$ cat config.mk
export PLATFORM = sky130hd
export DESIGN_NAME = julian_day_to_calendar_date_top
export DESIGN_NICKNAME = d
export VERILOG_FILES = /design/src/sv/jd2cd_pkg.sv /design/src/sv/jd2cd_cdiv.sv /design/src/sv/julian_day_to_calendar_date_top.sv
export SDC_FILE = /design/constraint.sdc
export NUM_CORES = 2
export LEC_CHECK = 0
export BUFFER_PORTS_ARGS = -buffer_cell sky130_fd_sc_hd__buf_2
export CAP_MARGIN = 40
export CORE_MARGIN = 8
export CORE_UTILIZATION = 55
export DETAILED_ROUTE_END_ITERATION = 12
export PLACE_DENSITY = 0.77
export SYNTH_ARGS = -nofsm -noshare
export SYNTH_HDL_FRONTEND = slang
export SYNTH_SLANG_ARGS = --single-unit
$ cat constraint.sdc
create_clock -name clock -period 7 [get_ports clock]
set_clock_uncertainty 0.2 [all_clocks]
set_input_delay 1.05 -clock clock [delete_from_list [all_inputs] [get_ports clock]]
set_output_delay 1.05 -clock clock [all_outputs]
set_load 0.1 [all_outputs]
$ cat src/sv/jd2cd_pkg.sv
// jd2cd_pkg: shared constants and small tables for the day-number to calendar
// date converter. No dependencies; used by the top level and its testbench.
`default_nettype none

package jd2cd_pkg;

   // field widths
   localparam int unsigned DAY_NUMBER_BITS = 23;
   localparam int unsigned SOD_BITS        = 17;
   localparam int unsigned YEAR_BITS       = 16;
   localparam int unsigned MONTH_BITS      = 4;
   localparam int unsigned DAY_BITS        = 5;
   localparam int unsigned HOUR_BITS       = 5;
   localparam int unsigned MINUTE_BITS     = 6;
   localparam int unsigned SECOND_BITS     = 6;

   // calendar constants, all scaled to integers
   localparam int unsigned GREGORIAN_START = 2299161;
   localparam int unsigned ALFA_BIAS       = 7468865;
   localparam int unsigned ALFA_DIV        = 146097;
   localparam int unsigned B_OFFSET        = 1524;
   localparam int unsigned C_SCALE         = 20;
   localparam int unsigned C_BIAS          = 2442;
   localparam int unsigned C_DIV           = 7305;
   localparam int unsigned D_MUL           = 1461;
   localparam int unsigned YEAR_BASE       = 4716;
   localparam int unsigned MONTH_SPLIT_E   = 14;
   localparam int unsigned LAST_WINTER_MON = 2;

   // time of day
   localparam int unsigned SECONDS_PER_DAY    = 86400;
   localparam int unsigned SECONDS_PER_HOUR   = 3600;
   localparam int unsigned SECONDS_PER_MINUTE = 60;
   localparam int unsigned HOUR_REM_BITS      = $clog2(SECONDS_PER_HOUR);
   localparam int unsigned HOUR_Q_BITS        = SOD_BITS - HOUR_REM_BITS + 1;
   localparam int unsigned MIN_REM_BITS       = $clog2(SECONDS_PER_MINUTE);
   localparam int unsigned MIN_Q_BITS         = HOUR_REM_BITS - MIN_REM_BITS + 1;

   // b - d is always within 123..488, so e lands in 4..15
   localparam int unsigned BD_BITS = 9;
   localparam int unsigned E_BITS  = 4;
   localparam int unsigned E_MIN   = 4;
   localparam int unsigned E_STEPS = 11;

   // smallest b - d for which e reaches 5, 6, ... 15: ceil(30.6001 * e)
   localparam logic [BD_BITS-1:0] E_THRESH [E_STEPS] = '{
      9'd154, 9'd184, 9'd215, 9'd245, 9'd276, 9'd307,
      9'd337, 9'd368, 9'd398, 9'd429, 9'd460
   };

   // e from b - d; thresholds rise, so e is the base plus the count of hits
   function automatic logic [E_BITS-1:0] jd2cd_e_index(input logic [BD_BITS-1:0] bd);
      logic [E_STEPS-1:0] hits;
      for (int k = 0; k < E_STEPS; k++) begin
         hits[k] = (bd >= E_THRESH[k]);
      end
      return E_BITS'(E_MIN) + E_BITS'($countones(hits));
   endfunction

   // floor(30.6001 * e), days before the month within the march-based year
   function automatic logic [BD_BITS-1:0] jd2cd_month_offset(input logic [E_BITS-1:0] e);
      logic [BD_BITS-1:0] off;
      unique case (e)
         4'd4:    off = 9'd122;
         4'd5:    off = 9'd153;
         4'd6:    off = 9'd183;
         4'd7:    off = 9'd214;
         4'd8:    off = 9'd244;
         4'd9:    off = 9'd275;
         4'd10:   off = 9'd306;
         4'd11:   off = 9'd336;
         4'd12:   off = 9'd367;
         4'd13:   off = 9'd397;
         4'd14:   off = 9'd428;
         4'd15:   off = 9'd459;
         default: off = 9'd0;
      endcase
      return off;
   endfunction

endpackage

`default_nettype wire

$ cat src/sv/jd2cd_cdiv.sv
// jd2cd_cdiv: pipelined unsigned division by a constant (reciprocal multiply,
// one correction step). Three register stages. Standalone, no package needed.
`default_nettype none

module jd2cd_cdiv #(
   parameter  int unsigned NUM_BITS  = 24,
   parameter  int unsigned DIVISOR   = 146097,
   localparam int unsigned REM_BITS  = $clog2(DIVISOR),
   localparam int unsigned QUOT_BITS = NUM_BITS - REM_BITS + 1
) (
   input  wire logic                 clock,
   input  wire logic                 reset,
   input  wire logic                 in_valid,
   input  wire logic [NUM_BITS-1:0]  in_num,
   output logic                      out_valid,
   output logic [QUOT_BITS-1:0]      out_quot,
   output logic [REM_BITS-1:0]       out_rem
);

   localparam int unsigned PROD_BITS = NUM_BITS + QUOT_BITS;
   // floor(2^N / D) underestimates the quotient by at most one
   localparam logic [QUOT_BITS-1:0] RECIP =
      QUOT_BITS'((64'd1 << NUM_BITS) / 64'(DIVISOR));
   localparam logic [NUM_BITS-1:0]  DIV_N = NUM_BITS'(DIVISOR);
   localparam logic [REM_BITS:0]    DIV_R = (REM_BITS+1)'(DIVISOR);

   logic                  valid1_ff, valid2_ff, valid3_ff;
   logic [NUM_BITS-1:0]   num1_ff;
   logic [PROD_BITS-1:0]  prod1_ff, prod1_in;
   logic [QUOT_BITS-1:0]  qest2_ff, qest2_in;
   logic [REM_BITS:0]     rem2_ff, rem2_in;
   logic [NUM_BITS-1:0]   back2;
   logic [NUM_BITS-1:0]   diff2;
   logic [QUOT_BITS-1:0]  quot3_ff, quot3_in;
   logic [REM_BITS-1:0]   rem3_ff, rem3_in;
   logic                  fix3;

   always_comb begin
      prod1_in = PROD_BITS'(in_num) * PROD_BITS'(RECIP);
      qest2_in = prod1_ff[PROD_BITS-1 -: QUOT_BITS];
      back2    = NUM_BITS'(NUM_BITS'(qest2_in) * DIV_N);
      diff2    = num1_ff - back2;
      rem2_in  = diff2[REM_BITS:0];
      fix3     = (rem2_ff >= DIV_R);
      quot3_in = qest2_ff + QUOT_BITS'(fix3);
      rem3_in  = fix3 ? REM_BITS'(rem2_ff - DIV_R) : rem2_ff[REM_BITS-1:0];
   end

   always_ff @(posedge clock) begin
      if (reset) begin
         valid1_ff <= 1'b0;
         valid2_ff <= 1'b0;
         valid3_ff <= 1'b0;
      end else begin
         valid1_ff <= in_valid;
         valid2_ff <= valid1_ff;
         valid3_ff <= valid2_ff;
      end
   end

   always_ff @(posedge clock) begin
      num1_ff  <= in_num;
      prod1_ff <= prod1_in;
      qest2_ff <= qest2_in;
      rem2_ff  <= rem2_in;
      quot3_ff <= quot3_in;
      rem3_ff  <= rem3_in;
   end

   assign out_valid = valid3_ff;
   assign out_quot  = quot3_ff;
   assign out_rem   = rem3_ff;

   // corrected remainder is always below the divisor
   assert property (@(posedge clock) disable iff (reset)
      valid3_ff |-> (rem3_ff < DIV_R[REM_BITS-1:0] || DIV_R[REM_BITS]))
      else $error("cdiv: remainder not below divisor");

   assert property (@(posedge clock) disable iff (reset)
      in_valid |-> ##3 out_valid)
      else $error("cdiv: beat lost in divider pipeline");

endmodule

`default_nettype wire

$ cat src/sv/julian_day_to_calendar_date_top.sv
// julian_day_to_calendar_date_top: day number and second of day to calendar
// date and time. Uses jd2cd_pkg and four jd2cd_cdiv constant dividers.
// Throughput one beat per cycle while busy is low, that is outside reset.
// The rate is set by the pipeline itself: every stage is registered and busy
// stays low, so a new beat may enter on every clock.
// Synchronous reset clears all valid bits; busy is high only while in reset.
// No memories, so there is no clearing pass after reset.
`default_nettype none

module julian_day_to_calendar_date_top #(
   parameter int unsigned DAY_NUMBER_BITS = jd2cd_pkg::DAY_NUMBER_BITS
) (
   input  wire logic                                  clock,
   input  wire logic                                  reset,
   input  wire logic                                  start,
   output logic                                       busy,
   input  wire logic [DAY_NUMBER_BITS-1:0]            req_day_number,
   input  wire logic [jd2cd_pkg::SOD_BITS-1:0]        req_second_of_day,
   output logic                                       rsp_valid,
   output logic signed [jd2cd_pkg::YEAR_BITS-1:0]     rsp_year,
   output logic [jd2cd_pkg::MONTH_BITS-1:0]           rsp_month,
   output logic [jd2cd_pkg::DAY_BITS-1:0]             rsp_day,
   output logic [jd2cd_pkg::HOUR_BITS-1:0]            rsp_hour,
   output logic [jd2cd_pkg::MINUTE_BITS-1:0]          rsp_minute,
   output logic [jd2cd_pkg::SECOND_BITS-1:0]          rsp_second
);

   localparam int unsigned W           = DAY_NUMBER_BITS;
   localparam int unsigned NA_BITS     = W + 2;
   localparam int unsigned ALFA_BITS   = NA_BITS - $clog2(jd2cd_pkg::ALFA_DIV) + 1;
   localparam int unsigned B_BITS      = W + 1;
   localparam int unsigned N2_BITS     = W + 6;
   localparam int unsigned C_BITS      = N2_BITS - $clog2(jd2cd_pkg::C_DIV) + 1;
   localparam int unsigned D_PROD_BITS = C_BITS + $clog2(jd2cd_pkg::D_MUL);
   localparam int unsigned D_BITS      = D_PROD_BITS - 2;
   localparam int unsigned Y_BITS      = C_BITS + 1;
   localparam int unsigned SOD_BITS    = jd2cd_pkg::SOD_BITS;
   localparam int unsigned TIME_BITS   = jd2cd_pkg::HOUR_BITS + jd2cd_pkg::MINUTE_BITS
                                         + jd2cd_pkg::SECOND_BITS;
   localparam int unsigned DIV_STAGES  = 3;
   localparam int unsigned TIME_DELAY  = 5;
   localparam int unsigned LATENCY     = 13;
   localparam int unsigned BD_BITS     = jd2cd_pkg::BD_BITS;
   localparam int unsigned E_BITS      = jd2cd_pkg::E_BITS;

   logic accept;

   // stage 1
   logic                 v1_ff;
   logic [W-1:0]         z1_ff;
   logic                 greg1_ff, greg1_in;
   logic [NA_BITS-1:0]   n1_ff, n1_in;
   logic [SOD_BITS-1:0]  s1_ff, s1_in;

   // alfa divider, stages 2..4
   logic                 alfa_valid;
   logic [ALFA_BITS-1:0] alfa_q;
   logic [W:0]           zg_ff [DIV_STAGES];

   // stages 5 and 6
   logic                 v5_ff, v6_ff;
   logic [B_BITS-1:0]    b5_ff, b5_in, b6_ff, a5;
   logic [N2_BITS-1:0]   n2_ff, n2_in;

   // c divider, stages 7..9
   logic                 c_valid;
   logic [C_BITS-1:0]    c_q;
   logic [B_BITS-1:0]    bdly_ff [DIV_STAGES];

   // stages 10..12
   logic                 v10_ff, v11_ff, v12_ff;
   logic [B_BITS-1:0]    b10_ff;
   logic [C_BITS-1:0]    c10_ff, c11_ff, c12_ff;
   logic [D_PROD_BITS-1:0] dprod10;
   logic [D_BITS-1:0]    d10_ff, d10_in;
   logic [B_BITS-1:0]    bdiff11;
   logic [BD_BITS-1:0]   bd11_ff, bd11_in, bd12_ff;
   logic [E_BITS-1:0]    e12_ff, e12_in;

   // stage 13, output registers
   logic                 rsp_valid_ff;
   logic [jd2cd_pkg::YEAR_BITS-1:0]  year13_ff, year13_in;
   logic [jd2cd_pkg::MONTH_BITS-1:0] month13_ff, month13_in;
   logic [jd2cd_pkg::DAY_BITS-1:0]   day13_ff, day13_in;
   logic [TIME_BITS-1:0]             time13_ff;
   logic [E_BITS-1:0]                mon13;
   logic [Y_BITS-1:0]                ywide13;
   logic [BD_BITS-1:0]               dom13;

   // time path
   logic                                   hr_valid, mn_valid;
   logic [jd2cd_pkg::HOUR_Q_BITS-1:0]      hr_q;
   logic [jd2cd_pkg::HOUR_REM_BITS-1:0]    hr_rem;
   logic [jd2cd_pkg::MIN_Q_BITS-1:0]       mn_q;
   logic [jd2cd_pkg::MIN_REM_BITS-1:0]     mn_rem;
   logic [jd2cd_pkg::HOUR_BITS-1:0]        hdly_ff [DIV_STAGES];
   logic [TIME_BITS-1:0]                   tm_ff [TIME_DELAY];
   logic                                   tv_ff [TIME_DELAY];
   logic [TIME_BITS-1:0]                   tm7;

   assign busy   = reset;
   assign accept = start & ~busy;

   // ---------------------------------------------------------------- stage 1
   always_comb begin
      greg1_in = (req_day_number >= W'(jd2cd_pkg::GREGORIAN_START));
      n1_in    = greg1_in ? ({req_day_number, 2'b00} - NA_BITS'(jd2cd_pkg::ALFA_BIAS))
                          : '0;
      // seconds past the end of the day saturate to 23:59:59
      s1_in    = (req_second_of_day >= SOD_BITS'(jd2cd_pkg::SECONDS_PER_DAY))
                 ? SOD_BITS'(jd2cd_pkg::SECONDS_PER_DAY - 1) : req_second_of_day;
   end

   always_ff @(posedge clock) begin
      z1_ff    <= req_day_number;
      greg1_ff <= greg1_in;
      n1_ff    <= n1_in;
      s1_ff    <= s1_in;
   end

   // ---------------------------------------------------------- alfa division
   jd2cd_cdiv #(
      .NUM_BITS (NA_BITS),
      .DIVISOR  (jd2cd_pkg::ALFA_DIV)
   ) u_alfa_div (
      .clock     (clock),
      .reset     (reset),
      .in_valid  (v1_ff),
      .in_num    (n1_ff),
      .out_valid (alfa_valid),
      .out_quot  (alfa_q),
      .out_rem   ()
   );

   always_ff @(posedge clock) begin
      zg_ff[0] <= {greg1_ff, z1_ff};
      for (int i = 1; i < DIV_STAGES; i++) begin
         zg_ff[i] <= zg_ff[i-1];
      end
   end

   // ------------------------------------------------------- stages 5 and 6
   always_comb begin
      a5    = zg_ff[DIV_STAGES-1][W]
              ? (B_BITS'(zg_ff[DIV_STAGES-1][W-1:0]) + B_BITS'(1) + B_BITS'(alfa_q)
                 - B_BITS'(alfa_q >> 2))
              : B_BITS'(zg_ff[DIV_STAGES-1][W-1:0]);
      b5_in = a5 + B_BITS'(jd2cd_pkg::B_OFFSET);
      n2_in = N2_BITS'(b5_ff) * N2_BITS'(jd2cd_pkg::C_SCALE) - N2_BITS'(jd2cd_pkg::C_BIAS);
   end

   always_ff @(posedge clock) begin
      b5_ff <= b5_in;
      b6_ff <= b5_ff;
      n2_ff <= n2_in;
   end

   // ------------------------------------------------------------- c division
   jd2cd_cdiv #(
      .NUM_BITS (N2_BITS),
      .DIVISOR  (jd2cd_pkg::C_DIV)
   ) u_c_div (
      .clock     (clock),
      .reset     (reset),
      .in_valid  (v6_ff),
      .in_num    (n2_ff),
      .out_valid (c_valid),
      .out_quot  (c_q),
      .out_rem   ()
   );

   always_ff @(posedge clock) begin
      bdly_ff[0] <= b6_ff;
      for (int i = 1; i < DIV_STAGES; i++) begin
         bdly_ff[i] <= bdly_ff[i-1];
      end
   end

   // --------------------------------------------------------- stages 10..12
   always_comb begin
      dprod10 = D_PROD_BITS'(c_q) * D_PROD_BITS'(jd2cd_pkg::D_MUL);
      d10_in  = dprod10[D_PROD_BITS-1:2];
      // b - d stays small, the low bits carry the whole value
      bdiff11 = b10_ff - B_BITS'(d10_ff);
      bd11_in = bdiff11[BD_BITS-1:0];
      e12_in  = jd2cd_pkg::jd2cd_e_index(bd11_ff);
   end

   always_ff @(posedge clock) begin
      b10_ff  <= bdly_ff[DIV_STAGES-1];
      c10_ff  <= c_q;
      d10_ff  <= d10_in;
      c11_ff  <= c10_ff;
      bd11_ff <= bd11_in;
      c12_ff  <= c11_ff;
      bd12_ff <= bd11_ff;
      e12_ff  <= e12_in;
   end

   // --------------------------------------------------------------- stage 13
   always_comb begin
      mon13      = (e12_ff < E_BITS'(jd2cd_pkg::MONTH_SPLIT_E))
                   ? (e12_ff - E_BITS'(1)) : (e12_ff - E_BITS'(13));
      ywide13    = Y_BITS'(c12_ff)
                   - ((mon13 > E_BITS'(jd2cd_pkg::LAST_WINTER_MON))
                      ? Y_BITS'(jd2cd_pkg::YEAR_BASE) : Y_BITS'(jd2cd_pkg::YEAR_BASE - 1));
      dom13      = bd12_ff - jd2cd_pkg::jd2cd_month_offset(e12_ff);
      month13_in = mon13;
      year13_in  = ywide13[jd2cd_pkg::YEAR_BITS-1:0];
      day13_in   = dom13[jd2cd_pkg::DAY_BITS-1:0];
   end

   always_ff @(posedge clock) begin
      year13_ff  <= year13_in;
      month13_ff <= month13_in;
      day13_ff   <= day13_in;
      time13_ff  <= tm_ff[TIME_DELAY-1];
   end

   // -------------------------------------------------------------- time path
   jd2cd_cdiv #(
      .NUM_BITS (SOD_BITS),
      .DIVISOR  (jd2cd_pkg::SECONDS_PER_HOUR)
   ) u_hour_div (
      .clock     (clock),
      .reset     (reset),
      .in_valid  (v1_ff),
      .in_num    (s1_ff),
      .out_valid (hr_valid),
      .out_quot  (hr_q),
      .out_rem   (hr_rem)
   );

   jd2cd_cdiv #(
      .NUM_BITS (jd2cd_pkg::HOUR_REM_BITS),
      .DIVISOR  (jd2cd_pkg::SECONDS_PER_MINUTE)
   ) u_minute_div (
      .clock     (clock),
      .reset     (reset),
      .in_valid  (hr_valid),
      .in_num    (hr_rem),
      .out_valid (mn_valid),
      .out_quot  (mn_q),
      .out_rem   (mn_rem)
   );

   assign tm7 = {hdly_ff[DIV_STAGES-1], jd2cd_pkg::MINUTE_BITS'(mn_q), mn_rem};

   always_ff @(posedge clock) begin
      hdly_ff[0] <= jd2cd_pkg::HOUR_BITS'(hr_q);
      for (int i = 1; i < DIV_STAGES; i++) begin
         hdly_ff[i] <= hdly_ff[i-1];
      end
      tm_ff[0] <= tm7;
      for (int i = 1; i < TIME_DELAY; i++) begin
         tm_ff[i] <= tm_ff[i-1];
      end
   end

   // ------------------------------------------------------------ valid bits
   always_ff @(posedge clock) begin
      if (reset) begin
         v1_ff        <= 1'b0;
         v5_ff        <= 1'b0;
         v6_ff        <= 1'b0;
         v10_ff       <= 1'b0;
         v11_ff       <= 1'b0;
         v12_ff       <= 1'b0;
         rsp_valid_ff <= 1'b0;
         for (int i = 0; i < TIME_DELAY; i++) begin
            tv_ff[i] <= 1'b0;
         end
      end else begin
         v1_ff        <= accept;
         v5_ff        <= alfa_valid;
         v6_ff        <= v5_ff;
         v10_ff       <= c_valid;
         v11_ff       <= v10_ff;
         v12_ff       <= v11_ff;
         rsp_valid_ff <= v12_ff;
         tv_ff[0]     <= mn_valid;
         for (int i = 1; i < TIME_DELAY; i++) begin
            tv_ff[i] <= tv_ff[i-1];
         end
      end
   end

   assign rsp_valid  = rsp_valid_ff;
   assign rsp_year   = year13_ff;
   assign rsp_month  = month13_ff;
   assign rsp_day    = day13_ff;
   assign rsp_hour   = time13_ff[TIME_BITS-1 -: jd2cd_pkg::HOUR_BITS];
   assign rsp_minute = time13_ff[jd2cd_pkg::SECOND_BITS +: jd2cd_pkg::MINUTE_BITS];
   assign rsp_second = time13_ff[jd2cd_pkg::SECOND_BITS-1:0];

   // date and time halves of the pipeline must stay in step
   assert property (@(posedge clock) disable iff (reset)
      v12_ff == tv_ff[TIME_DELAY-1])
      else $error("top: date and time paths out of step");

   assert property (@(posedge clock) disable iff (reset)
      accept |-> ##LATENCY rsp_valid)
      else $error("top: accepted beat did not come out");

   assert property (@(posedge clock) disable iff (reset)
      rsp_valid |-> (rsp_month != '0 && rsp_month <= 4'd12 && rsp_day != '0
                     && rsp_hour <= 5'd23 && rsp_minute <= 6'd59 && rsp_second <= 6'd59))
      else $error("top: result field out of range");

endmodule

`default_nettype wire

==> flow_summary.yaml <==
synthesis:
  ys.flop_type: "sky130_fd_sc_hd__dfxtp_1"
  synthTopCellsByArea: "sky130_fd_sc_hd__dfxtp_1, sky130_fd_sc_hd__ha_1, sky130_fd_sc_hd__fa_1"
  syn_area_mm2: 0.03811
  ys_seq_elements: 695
  synth_top_area_share_pct: 36.51
  synth_edf_count: 0
  yosys_warnings: 0
  synth_sequential_area_ratio_pct: 36.51
  cells_after_synth: 3411
  synth.top_cells.by_count: "sky130_fd_sc_hd__dfxtp_1, sky130_fd_sc_hd__ha_1, sky130_fd_sc_hd__inv_1"
  postSynthNetCount: 4366
  postSynthAreaPerCell_um2: 11.17
  synthDominantAreaCellType: "sky130_fd_sc_hd__dfxtp_1"
  synth.lib_cells_used.distinct: 92
  most_frequently_used_cell_type_in_the_post_synthesis_netlist: "sky130_fd_sc_hd__dfxtp_1"
  ys_async_sr_fraction_pct: 0
die:
  die_area_mm2: 0.07796
  floorplan.die.width_um: 279.2
  die_h_um: 279.2
  fp-row-count: 96
  num_io_pins: 87
  initial_core_util_pct: 55.56
  fp.coreArea_mm2: 0.06859
place:
  place.gp.congestion: 0.9067
  placed_cells_incl_taps: 4416
  dp_hpwl_um: 52470
  dp_slack_ns: 0.3920
  port-buffer-count: 86
worst_setup_path:
  critPathSlowestCell: "sky130_fd_sc_hd__fa_1"
  worst_ep_arrival_time_ns: 6.85
  crit_path_cells: "fa_1, fa_1, inv_1, fa_1, inv_1, fa_1, fa_1, inv_1, fa_1, inv_1, ha_1, a211oi_1, o21ai_0, o2111ai_1, a22oi_1, nand3_1, a311oi_1, o21ai_0, a31oi_1, a21oi_1, xnor2_1"
  crit_end_element: "flip-flop"
  critical-path-top-cell-by-count: "sky130_fd_sc_hd__fa_1"
  worstPathMaxFanout: 6
  worstSetupPathType: "reg2reg"
  rrSetupSlack_ns: 0.46
  cp.required_ns: 7.31
  critical_path.reg2reg.startpoint: "n2_ff[9]"
  cp-start-kind: "flip-flop"
  critical_path.max_stage_delay_ns: 0.55
  critical_path.startpoint: "n2_ff[9]"
  crit_buf_inv: 4
  family_of_cells_with_the_greatest_summed_delay_on_the_critical_path: "adder cells"
final_layout:
  number_of_nets_in_the_finished_design: 4513
  post-route-util_pct: 61.55
  final_cells: 4545
  layout-drive-gt1-share_pct: 7.609
  diodes: 0
  area_delta_synth_final_pct: 10.78
  final.fill_count: 5397
drt:
  drc: 0
  count_of_tritonroute_iterations_in_the_first_routing_pass: 5
  drt_first_iter_violations: 1113
  route.detailed.wl_per_inst_um: 15.00
  detailroute.via_count: 23350
  postRouteAntennaNets: 0
  vias_per_cell: 5.137
  postRouteWirelength_um: 68180
grt:
  globalRouteMet2Util_pct: 30.69
  met3_usage_pct: 3.097
  pin_count_of_the_biggest_net_entering_global_routing: 49
  grt_pass1_vias: 24210
  global_route.peak_usage_layer: "met2"
  global_route.overflow_total: 0
  first_pass_grt_wire_length_um: 116200
  grtUsageTotal_pct: 17.90
  groute.layer.met1.usage_pct: 22.86
  antenna_violations_before_repair: 0
sta:
  fmax_mhz: 153.0
  timing.final.max_slew_violations: 0
  setup-violations-final: 0
  post_layout_worst_setup_margin_ns: 0.4645
  worst-slew-pin-transition_ns: 0.7100
  layout_worst_path_cycle_share_pct: 93.36
  setup-tns-final_ns: 0
  unrepaired_setup_endpoints_after_global_routing: "no"
  timing_hold_violations_final: 0
  timing.final.crit_period_ns: 6.536
  maxSlewHeadroom_pct: 52.38
cts:
  cts_buffers: 71
  clock_path_buffers: 3
  cts_tree: "built"
  clock_latency_ns: 0.63
  clkSlewWorstSetupHoldPaths_ns: 0.08
  numClockSinks: 695
  root_buffer_cell: "sky130_fd_sc_hd__clkbuf_16"
  h_tree_depth: 3
flow_run:
  cap_viol_max_count: 0
worst_hold_path:
  timing.hold.worst.start: "tm_ff[3][10]"
  worst_hold_path_type: "reg2reg"
run_status:
  run_status: "finished, final reports clean"
worst paths after layout:
kind	endpoint	cells after the start
worst min register to register	tm_ff[4][10]	0
worst max-delay path	u_c_div.prod1_ff[43]	21
worst min-delay path	tm_ff[4][10]	0
worst max register to register	u_c_div.prod1_ff[43]	21
placed cells by master (no fill, tap or decap), types with 71 or more instances in the layout:
cell type,Yosys,routed
sky130_fd_sc_hd__a21oi_1,110,110
sky130_fd_sc_hd__buf_2,2,87
sky130_fd_sc_hd__clkbuf_16,0,71
sky130_fd_sc_hd__dfxtp_1,695,693
sky130_fd_sc_hd__fa_1,317,317
sky130_fd_sc_hd__ha_1,595,595
sky130_fd_sc_hd__inv_1,509,509
sky130_fd_sc_hd__nand2_1,128,128
sky130_fd_sc_hd__nor2_1,133,133
sky130_fd_sc_hd__xnor2_1,168,168
sky130_fd_sc_hd__xor2_1,88,88
cell families (layout without fill, tap and decap cells):
family                   Yosys count  in the layout  synth area share (%)
XOR/XNOR                         257            257                 5.927
AND/OR/NAND/NOR                  558            558                 7.644
multiplexers                      10             10                0.2725
adder cells (fa/ha/maj)          912            912                 36.19
buffers and inverters            534            737                 5.326
flip-flops                       695            695                 36.51
AO/OA/AOI/OAI                    445            445                 8.130
cell type report:
cell class	instances	area (um^2)	share of cell area [%]
tap	931	1165	2.760
multi-input combinational	2182	22170	52.52
inverter	509	1911	4.526
sequential	695	13920	32.97
clock inverter	36	538.0	1.275
clock buffer	93	1989	4.713
timing repair buffer	99	525.5	1.245
metal layers:
layer / routed length, um / up-vias
li1: - / 11650
met1: 30630 / 11150
met2: 32910 / 420
met3: 2820 / 128
met4: 1817 / 0
met5: 0 / -
sequential cells by signal, summed over array words and instances (netlist names), 18 cells and up, named ones only:
name and count:
n2_ff 27, zg_ff 72, bdly_ff 27, n1_ff 24, z1_ff 23, tm_ff 85, u_alfa_div.num1_ff 18, b5_ff 24
u_alfa_div.rem2_ff 19
through the flow:
step / hold slack (ns) / instance area (um^2)
6_report: 0.1147 / 42210
5_1_grt: 0.1194 / 42210
4_1_cts: 0.1132 / 42210
3_5_place_dp: 0.1121 / 39680
3_3_place_gp: 0.1096 / 39680
2_1_floorplan: 0.1096 / 38110
timing repair:
action	4_1_cts	5_1_grt
setup endpoints to repair	0	3
gates resized for setup	0	2
hold buffers	0	0
setup buffers	0	0
Power is not shown: default switching activity piles up to over one toggle a cycle in this logic, so the estimate is an artifact.
